`config.mk`:
```
export PLATFORM = sky130hd
export DESIGN_NAME = process_slot_table_top
export DESIGN_NICKNAME = d
export VERILOG_FILES = /design/src/hw/rtl/pst_pkg.sv /design/src/hw/rtl/pst_dp.sv /design/src/hw/rtl/pst_ctrl.sv /design/src/hw/rtl/process_slot_table_top.sv
export SDC_FILE = /design/constraint.sdc
export NUM_CORES = 1
export LEC_CHECK = 0
export BUFFER_PORTS_ARGS = -buffer_cell sky130_fd_sc_hd__buf_2
export CORE_ASPECT_RATIO = 0.9
export CORE_MARGIN = 3
export CORE_UTILIZATION = 60
export DETAILED_ROUTE_END_ITERATION = 7
export HOLD_SLACK_MARGIN = 0.06
export PLACE_DENSITY_LB_ADDON = 0.2
export SLEW_MARGIN = 25
export SYNTH_ARGS = -nofsm -noshare
export SYNTH_HDL_FRONTEND = slang
export SYNTH_SLANG_ARGS = --single-unit
```
`constraint.sdc`:
```
create_clock -name clk -period 7.9 [get_ports clk]
set_clock_uncertainty 0.2 [all_clocks]
set_input_delay 0.79 -clock clk [delete_from_list [all_inputs] [get_ports clk]]
set_output_delay 0.79 -clock clk [all_outputs]
set_load 0.01 [all_outputs]
```
`src/hw/rtl/pst_pkg.sv`:
```
package pst_pkg;

  // Width and reset value of the active slot count register
  localparam int unsigned ACT_W     = 6;
  localparam int unsigned ACT_RESET = 32;

  // Request kinds; the two unused codes fall to the default arms
  typedef enum logic [2:0] {
    KIND_FIND  = 3'd0,
    KIND_PLACE = 3'd1,
    KIND_FIRST = 3'd2,
    KIND_CLEAR = 3'd3,
    KIND_READ  = 3'd4,
    KIND_WRITE = 3'd5
  } kind_t;

  // Result status codes
  typedef enum logic [1:0] {
    STS_OK    = 2'd0,
    STS_NONE  = 2'd1,
    STS_FULL  = 2'd2,
    STS_RANGE = 2'd3
  } status_t;

  // Controller states
  typedef enum logic [2:0] {
    S_INIT,
    S_IDLE,
    S_DECODE,
    S_SCAN,
    S_CLEAR,
    S_PLACE,
    S_FINISH
  } fsm_state_t;

  // Commands from controller to datapath
  typedef struct packed {
    logic load_req;
    logic scan_start;
    logic scan_step;
    logic set_hit;
    logic clr_step;
    logic init_step;
    logic rd_idx;
    logic wr_idx;
    logic wr_place;
    logic load_out;
  } pst_cmd_t;

  // Status from datapath to controller
  typedef struct packed {
    kind_t kind;
    logic  idx_ok;
    logic  hit;
    logic  cmp_vld;
    logic  scan_done;
    logic  init_last;
    logic  out_free;
  } pst_sts_t;

endpackage

```
`src/hw/rtl/pst_dp.sv`:
```
module pst_dp
  import pst_pkg::*;
#(
  parameter int unsigned SLOTS   = 32,
  parameter int unsigned ID_BITS = 22
) (
  input  logic                     clk,
  input  logic                     rst_n,
  input  pst_cmd_t                 cmd,
  output pst_sts_t                 sts,
  input  logic [2:0]               in_kind,
  input  logic [$clog2(SLOTS)-1:0] in_slot_index,
  input  logic [ID_BITS-1:0]       in_process_id,
  input  logic                     cfg_valid,
  input  logic [ACT_W-1:0]         cfg_data,
  output logic                     cfg_ready,
  output logic                     out_valid,
  input  logic                     out_ready,
  output logic [$clog2(SLOTS)-1:0] out_found_index,
  output logic [ID_BITS-1:0]       out_read_id,
  output logic [1:0]               out_status
);

  localparam int unsigned IDX_W = $clog2(SLOTS);
  localparam int unsigned CNT_W = $clog2(SLOTS + 1);
  localparam int unsigned LIM_W = (CNT_W > ACT_W) ? CNT_W : ACT_W;

  // Slot store, one port
  logic [ID_BITS-1:0] mem [SLOTS];
  logic [ID_BITS-1:0] rd_data_r;
  logic               mem_we;
  logic               mem_re;
  logic [IDX_W-1:0]   mem_addr;
  logic [ID_BITS-1:0] mem_wd;

  // Configuration and request registers
  logic [ACT_W-1:0]   active_r;
  kind_t              kind_r;
  logic [IDX_W-1:0]   idx_r;
  logic [ID_BITS-1:0] pid_r;

  // Scan state
  logic [CNT_W-1:0]   scan_addr_r;
  logic [IDX_W-1:0]   cmp_idx_r;
  logic               cmp_vld_r;
  logic               hit_r;
  logic [IDX_W-1:0]   hit_idx_r;

  // Result register
  logic               out_valid_r;
  logic [IDX_W-1:0]   found_r;
  logic [ID_BITS-1:0] rid_r;
  status_t            status_r;
  logic [IDX_W-1:0]   found_nxt;
  logic [ID_BITS-1:0] rid_nxt;
  status_t            status_nxt;

  logic [LIM_W-1:0]   act_ext;
  logic [LIM_W-1:0]   lim_w;
  logic [CNT_W-1:0]   live_n;
  logic               scan_done;
  logic               match;

  // Cap the active count at the table size
  assign act_ext = LIM_W'(active_r);
  assign lim_w   = (act_ext > LIM_W'(SLOTS)) ? LIM_W'(SLOTS) : act_ext;
  assign live_n  = CNT_W'(lim_w);

  assign scan_done = (scan_addr_r >= live_n);

  // Slot test for the search kinds
  always_comb begin
    case (kind_r)
      KIND_FIND:  match = (rd_data_r == pid_r);
      KIND_PLACE: match = (rd_data_r == '0);
      KIND_FIRST: match = (rd_data_r != '0);
      default:    match = 1'b0;
    endcase
  end

  assign sts.kind      = kind_r;
  assign sts.idx_ok    = (CNT_W'(idx_r) < live_n);
  assign sts.hit       = cmp_vld_r & match;
  assign sts.cmp_vld   = cmp_vld_r;
  assign sts.scan_done = scan_done;
  assign sts.init_last = (scan_addr_r == CNT_W'(SLOTS - 1));
  assign sts.out_free  = ~out_valid_r | out_ready;

  // Configuration register, always writable
  assign cfg_ready = 1'b1;

  always_ff @(posedge clk) begin
    if (!rst_n) begin
      active_r <= ACT_W'(ACT_RESET);
    end else if (cfg_valid) begin
      active_r <= cfg_data;
    end
  end

  // Capture the request
  always_ff @(posedge clk) begin
    if (cmd.load_req) begin
      kind_r <= kind_t'(in_kind);
      idx_r  <= in_slot_index;
      pid_r  <= in_process_id;
    end
  end

  // Memory port selection
  always_comb begin
    mem_we   = 1'b0;
    mem_re   = 1'b0;
    mem_addr = scan_addr_r[IDX_W-1:0];
    mem_wd   = '0;
    if (cmd.init_step || (cmd.clr_step && !scan_done)) begin
      mem_we = 1'b1;
    end
    if (cmd.scan_step && !scan_done) begin
      mem_re = 1'b1;
    end
    if (cmd.rd_idx) begin
      mem_re   = 1'b1;
      mem_addr = idx_r;
    end
    if (cmd.wr_idx) begin
      mem_we   = 1'b1;
      mem_addr = idx_r;
      mem_wd   = pid_r;
    end
    if (cmd.wr_place) begin
      mem_we   = 1'b1;
      mem_addr = hit_idx_r;
      mem_wd   = pid_r;
    end
  end

  always_ff @(posedge clk) begin
    if (mem_we) begin
      mem[mem_addr] <= mem_wd;
    end
    if (mem_re) begin
      rd_data_r <= mem[mem_addr];
    end
  end

  // Advance the scan pointer and track the slot under test
  always_ff @(posedge clk) begin
    if (!rst_n) begin
      scan_addr_r <= '0;
      cmp_vld_r   <= 1'b0;
      hit_r       <= 1'b0;
    end else begin
      if (cmd.scan_start) begin
        scan_addr_r <= '0;
        cmp_vld_r   <= 1'b0;
        hit_r       <= 1'b0;
      end else begin
        if (cmd.init_step ||
            ((cmd.scan_step || cmd.clr_step) && !scan_done)) begin
          scan_addr_r <= scan_addr_r + 1'b1;
        end
        if (cmd.scan_step) begin
          cmp_vld_r <= ~scan_done;
        end
        if (cmd.set_hit) begin
          hit_r <= 1'b1;
        end
      end
    end
  end

  always_ff @(posedge clk) begin
    if (cmd.scan_step) begin
      cmp_idx_r <= scan_addr_r[IDX_W-1:0];
    end
    if (cmd.set_hit) begin
      hit_idx_r <= cmp_idx_r;
    end
  end

  // Form the result
  always_comb begin
    found_nxt  = '0;
    rid_nxt    = '0;
    status_nxt = STS_OK;
    case (kind_r)
      KIND_FIND, KIND_FIRST: begin
        if (hit_r) found_nxt = hit_idx_r;
        else       status_nxt = STS_NONE;
      end
      KIND_PLACE: begin
        if (hit_r) found_nxt = hit_idx_r;
        else       status_nxt = STS_FULL;
      end
      KIND_CLEAR: begin
        status_nxt = STS_OK;
      end
      KIND_READ: begin
        if (sts.idx_ok) begin
          found_nxt = idx_r;
          rid_nxt   = rd_data_r;
        end else begin
          status_nxt = STS_RANGE;
        end
      end
      KIND_WRITE: begin
        if (sts.idx_ok) found_nxt = idx_r;
        else            status_nxt = STS_RANGE;
      end
      default: begin
        status_nxt = STS_RANGE;
      end
    endcase
  end

  // Hold the result until the receiver takes it
  always_ff @(posedge clk) begin
    if (!rst_n) begin
      out_valid_r <= 1'b0;
    end else if (cmd.load_out) begin
      out_valid_r <= 1'b1;
    end else if (out_ready) begin
      out_valid_r <= 1'b0;
    end
  end

  always_ff @(posedge clk) begin
    if (cmd.load_out) begin
      found_r  <= found_nxt;
      rid_r    <= rid_nxt;
      status_r <= status_nxt;
    end
  end

  assign out_valid       = out_valid_r;
  assign out_found_index = found_r;
  assign out_read_id     = rid_r;
  assign out_status      = status_r;

endmodule

```
`src/hw/rtl/pst_ctrl.sv`:
```
module pst_ctrl
  import pst_pkg::*;
(
  input  logic     clk,
  input  logic     rst_n,
  input  logic     in_valid,
  output logic     in_ready,
  input  pst_sts_t sts,
  output pst_cmd_t cmd
);

  fsm_state_t state_r;
  fsm_state_t state_nxt;

  always_ff @(posedge clk) begin
    if (!rst_n) begin
      state_r <= S_INIT;
    end else begin
      state_r <= state_nxt;
    end
  end

  // Next state
  always_comb begin
    state_nxt = state_r;
    case (state_r)
      S_INIT: begin
        if (sts.init_last) state_nxt = S_IDLE;
      end
      S_IDLE: begin
        if (in_valid) state_nxt = S_DECODE;
      end
      S_DECODE: begin
        case (sts.kind)
          KIND_FIND, KIND_PLACE, KIND_FIRST: state_nxt = S_SCAN;
          KIND_CLEAR:                        state_nxt = S_CLEAR;
          default:                           state_nxt = S_FINISH;
        endcase
      end
      S_SCAN: begin
        if (sts.hit) begin
          state_nxt = (sts.kind == KIND_PLACE) ? S_PLACE : S_FINISH;
        end else if (!sts.cmp_vld && sts.scan_done) begin
          state_nxt = S_FINISH;
        end
      end
      S_CLEAR: begin
        if (sts.scan_done) state_nxt = S_FINISH;
      end
      S_PLACE: begin
        state_nxt = S_FINISH;
      end
      S_FINISH: begin
        if (sts.out_free) state_nxt = S_IDLE;
      end
      default: begin
        state_nxt = S_IDLE;
      end
    endcase
  end

  // Commands
  always_comb begin
    cmd      = '0;
    in_ready = 1'b0;
    case (state_r)
      S_INIT: begin
        cmd.init_step = 1'b1;
      end
      S_IDLE: begin
        in_ready     = 1'b1;
        cmd.load_req = in_valid;
      end
      S_DECODE: begin
        case (sts.kind)
          KIND_FIND, KIND_PLACE, KIND_FIRST, KIND_CLEAR: cmd.scan_start = 1'b1;
          KIND_READ:  cmd.rd_idx = sts.idx_ok;
          KIND_WRITE: cmd.wr_idx = sts.idx_ok;
          default: ;
        endcase
      end
      S_SCAN: begin
        if (sts.hit) cmd.set_hit   = 1'b1;
        else         cmd.scan_step = 1'b1;
      end
      S_CLEAR: begin
        cmd.clr_step = 1'b1;
      end
      S_PLACE: begin
        cmd.wr_place = 1'b1;
      end
      S_FINISH: begin
        cmd.load_out = sts.out_free;
      end
      default: ;
    endcase
  end

endmodule

```
`src/hw/rtl/process_slot_table_top.sv`:
```
// Process slot table: a store of process ids, zero marking an empty slot.
// Input channel (in_valid/in_ready) carries one request item: kind, slot
// index and process id. Result channel (out_valid/out_ready) returns one
// item per request: found index, read id and status. The configuration
// channel (cfg_valid/cfg_ready/cfg_data) sets the number of active slots,
// L, and is always ready; write it only while no request is in flight.
// One request is handled at a time, all through a single-port slot memory
// that reads or writes one slot per cycle:
//   find, place, first occupied: one slot read per cycle, stopping at the
//     first match; place then writes the process id into the matched slot
//   clear: one slot zeroed per cycle, over the L active slots
//   read, write: the indexed slot is accessed only if it lies below L
// The next request is taken in the cycle after the result register loads.
// After reset the memory is zeroed by a pass over all SLOTS slots, during
// which in_ready stays low; active slots reset to 32.
// A result is held in an output register until taken; while the receiver
// stalls, the next request is accepted and worked, and it waits in its
// final state until the output register is free.
module process_slot_table_top
  import pst_pkg::*;
#(
  parameter int unsigned SLOTS   = 32,
  parameter int unsigned ID_BITS = 22
) (
  input  logic                     clk,
  input  logic                     rst_n,
  input  logic                     in_valid,
  output logic                     in_ready,
  input  logic [2:0]               in_kind,
  input  logic [$clog2(SLOTS)-1:0] in_slot_index,
  input  logic [ID_BITS-1:0]       in_process_id,
  input  logic                     cfg_valid,
  output logic                     cfg_ready,
  input  logic [ACT_W-1:0]         cfg_data,
  output logic                     out_valid,
  input  logic                     out_ready,
  output logic [$clog2(SLOTS)-1:0] out_found_index,
  output logic [ID_BITS-1:0]       out_read_id,
  output logic [1:0]               out_status
);

  pst_cmd_t cmd;
  pst_sts_t sts;

  pst_ctrl u_ctrl (
    .clk      (clk),
    .rst_n    (rst_n),
    .in_valid (in_valid),
    .in_ready (in_ready),
    .sts      (sts),
    .cmd      (cmd)
  );

  pst_dp #(
    .SLOTS   (SLOTS),
    .ID_BITS (ID_BITS)
  ) u_dp (
    .clk             (clk),
    .rst_n           (rst_n),
    .cmd             (cmd),
    .sts             (sts),
    .in_kind         (in_kind),
    .in_slot_index   (in_slot_index),
    .in_process_id   (in_process_id),
    .cfg_valid       (cfg_valid),
    .cfg_data        (cfg_data),
    .cfg_ready       (cfg_ready),
    .out_valid       (out_valid),
    .out_ready       (out_ready),
    .out_found_index (out_found_index),
    .out_read_id     (out_read_id),
    .out_status      (out_status)
  );

endmodule
```
==> reports/results.txt <==
Status: finished clean
Chip Width: 256.9 microns
Peak supply drop: 0.2207 mV
Vias per cell: 6.795
Clk_lat worst skew: 0.64 ns
CTS tree: done
Mapped cell area: 34010 sq um
Top delay family on crit path: compound AO/OA/AOI/OAI gates
Non-Filler Instances: 3313
CP endpoint kind: register
Post-CTS Hold Fix Bufs: 0
Setup TNS Final: 0 ns
R2R depth: 10
Req. time, crit path: 8.00 ns
Remaining global-route overflow: 0
First-pass GRT wire length: 139.3 mm
Mean Syn Cell Area: 13.63 sq um
Buffers on Ports: 71
Gr busiest metal: met2
Synth Register Bits: 813
CP max stage cell: a31oi_1
Share of cells above drive strength 1: 0.1244
Synth top area share: 0.7020
Commonest non-fill, non-tap cell in the layout: edfxtp_1
Nets@finish: 2552
Ys async rst share: 0
Post-CTS sizing: 0
Hold Path Class: in -> reg
GRT Util Overall: 0.3163
Yosys warnings: 0
RSZ-0062 raised after global routing: false
CTS max path bufs: 3
Tcrit/Tclk final: 0.6285
Crit path DAT: 5.07 ns
Drt pass-1 iters: 6
Largest cells by area after synthesis: edfxtp_1 70%, o21ai_0 4.8%, a21boi_0 3.9%, a211oi_1 3.7%, and3_1 3.3%
Highest clock rate: 201.4 MHz
CTS Buf Count: 79
Crit-path max cell delay: 0.82 ns
Final wirelength: 94.73 mm
Clock period minus final worst setup slack: 4.965 ns
Met2 GRT Util: 0.4804
# Post-CTS Setup Buffers: 0
Synthesized instance count: 2495
WHS Path Cells: 1
Number of synthesized flops with an enable pin: 795
Critical path type: reg -> reg
Critical path depth: 10
Yosys top cell by area: edfxtp_1
Met3 Use GR: 0.05877
Site Rows: 82
Die area: 59570 sq um
Initial antenna violation count: 2
Placer congestion estimate: 0.8767
Net count after synthesis: 2547
Largest net degree at the start of global routing: 227
CP Launch Type: register
Commonest register cell after synthesis: edfxtp_1
Final HPWL DP: 50.63 mm
Drt drc: 0
P&R area growth vs syn: 11.51%
Register area share after synthesis: 0.7126
Core ar.: 55920 sq um
Via count: 22510
Max-cap violations: 0
PD cells: 232.3 nW/um^2
Clk pin slew, worst setup/hold paths: 0.06 ns
WL per Instance: 28.59 microns
Buf+Inv Stages, Crit Path: 2
# diodes: 0
Setup violations, final: 0
Leakage: 12.29 nW
Netlist cell types: 58
Final Hold Viols: 0
Starting Density: 0.6081
Die height: 231.9 microns
Routed Antenna Nets: 0
Most frequent cells in the layout: 795 x edfxtp_1, 323 x o21ai_0, 203 x nand2_1
Slew @ Worst Pin: 1.170 ns
Grt met1 use: 0.4559
DR iter-0 viols: 3468
Root Driver: clkbuf_16
Dpl cells: 3173
Core Util, Final: 0.6782
Largest fanout on the critical path: 13
I/O pins: 73
Htree depth: 3
Number of global-route vias before repair: 21060
WHS: 0.1260 ns
Slew Viols, Final: 0
Clock sinks: 813
Worst rel slew slack: 0.2200
Crit path cell chain: inv_1 > nand2_1 > ha_1 > a211oi_2 > o311ai_1 > o21ai_0 > a31oi_1 > nand3_1 > nor2_4 > buf_4
==> logic make-up after synthesis <==
kind of cell             synth area share
XOR/XNOR                         0.005924
AO/OA/AOI/OAI                      0.1608
AND/OR/NAND/NOR                   0.08647
other                           0.0001103
adder cells (fa/ha/maj)          0.004047
flip-flops                         0.7126
multiplexers                     0.003091
buffers and inverters             0.02697
==> area by class of cell <==
type,count,area (sq um)
flip-flops and latches,813,24230
fillers,3820,18000
multi-input cells,1473,9321
clock buffers,101,2079
repair buffers,128,989.7
well taps,756,945.9
clock inverters,37,331.6
inverters,5,18.77
==> registers in the layout, indices dropped and copies added, names as in the netlist <==
register,flops
u_dp.out_valid,1
u_dp.rd_data_r,22
u_dp.hit_r,1
u_dp.cmp_idx_r,5
u_dp.out_found_index,5
u_dp.out_read_id,22
u_dp.pid_r,22
u_ctrl.state_r,3
u_dp.scan_addr_r,6
u_dp.act_ext,6
u_dp.cmp_vld_r,1
u_dp.hit_idx_r,5
u_dp.out_status,2
u_dp.idx_r,5
u_dp.mem,704
u_dp.kind_r,3
==> metal layers <==
| metal | part of all wire | wire length, microns |
|---|---|---|
| met1 | 0.39 | 36770 |
| met3 | 0.11 | 10450 |
| met4 | 0.046 | 4400 |
| met2 | 0.46 | 43100 |
| met5 | 0 | 0 |
==> Yosys cell counts, types with 11 or more instances <==
library cell  count
a21boi_0        176
nor2b_1          28
edfxtp_1        795
and3_1          181
clkbuf_1        155
xor2_1           21
or4_1            22
a211oi_1        168
o22ai_1          88
buf_6            11
and2_1           25
dfxtp_1          18
nand3_1          14
buf_2            26
nor2_1           58
nand2_1         204
o21ai_1          45
ha_1             11
o21ai_0         324
a21oi_1          14
==> worst register-to-register path, cell delays in order (launching register included) <==
cell and delay [ns]:
dfxtp_1 0.38, inv_1 0.19, nand2_1 0.12, ha_1 0.36, a211oi_2 0.11, o311ai_1 0.55
o21ai_0 0.25, a31oi_1 0.82, nand3_1 0.56, nor2_4 0.69, buf_4 0.41
==> worst paths after layout <==
kind	slack [ns]	end	start
setup / recovery	2.94	u_dp.mem[28][8]	u_dp.act_ext[5]
hold / removal	0.13	u_dp.pid_r[14]	in_process_id[14]
setup reg to reg	2.94	u_dp.mem[28][8]	u_dp.act_ext[5]
hold reg to reg	0.22	u_dp.hit_idx_r[0]	u_dp.cmp_idx_r[0]
==> metrics by stage <==
| step | worst slack (ns) | instance area [sq um] | power [W] |
|---|---|---|---|
| 3_3_place_gp | 2.903 | 35190 | 0.005315 |
| 5_1_grt | 2.758 | 37920 | 0.009055 |
| 4_1_cts | 3.021 | 37830 | 0.008820 |
| 3_5_place_dp | 3.022 | 35420 | 0.005328 |
| 2_1_floorplan | 3.464 | 34010 | 0.005172 |
| 6_report | 2.935 | 37920 | 0.008810 |
==> power breakdown <==
group	internal [W]	switching, W
clock network	0.00195	0.00161
logic	0.000167	0.000356
registers	0.00471	0.0000117
Note: power is estimated with default switching activity, not from simulation.
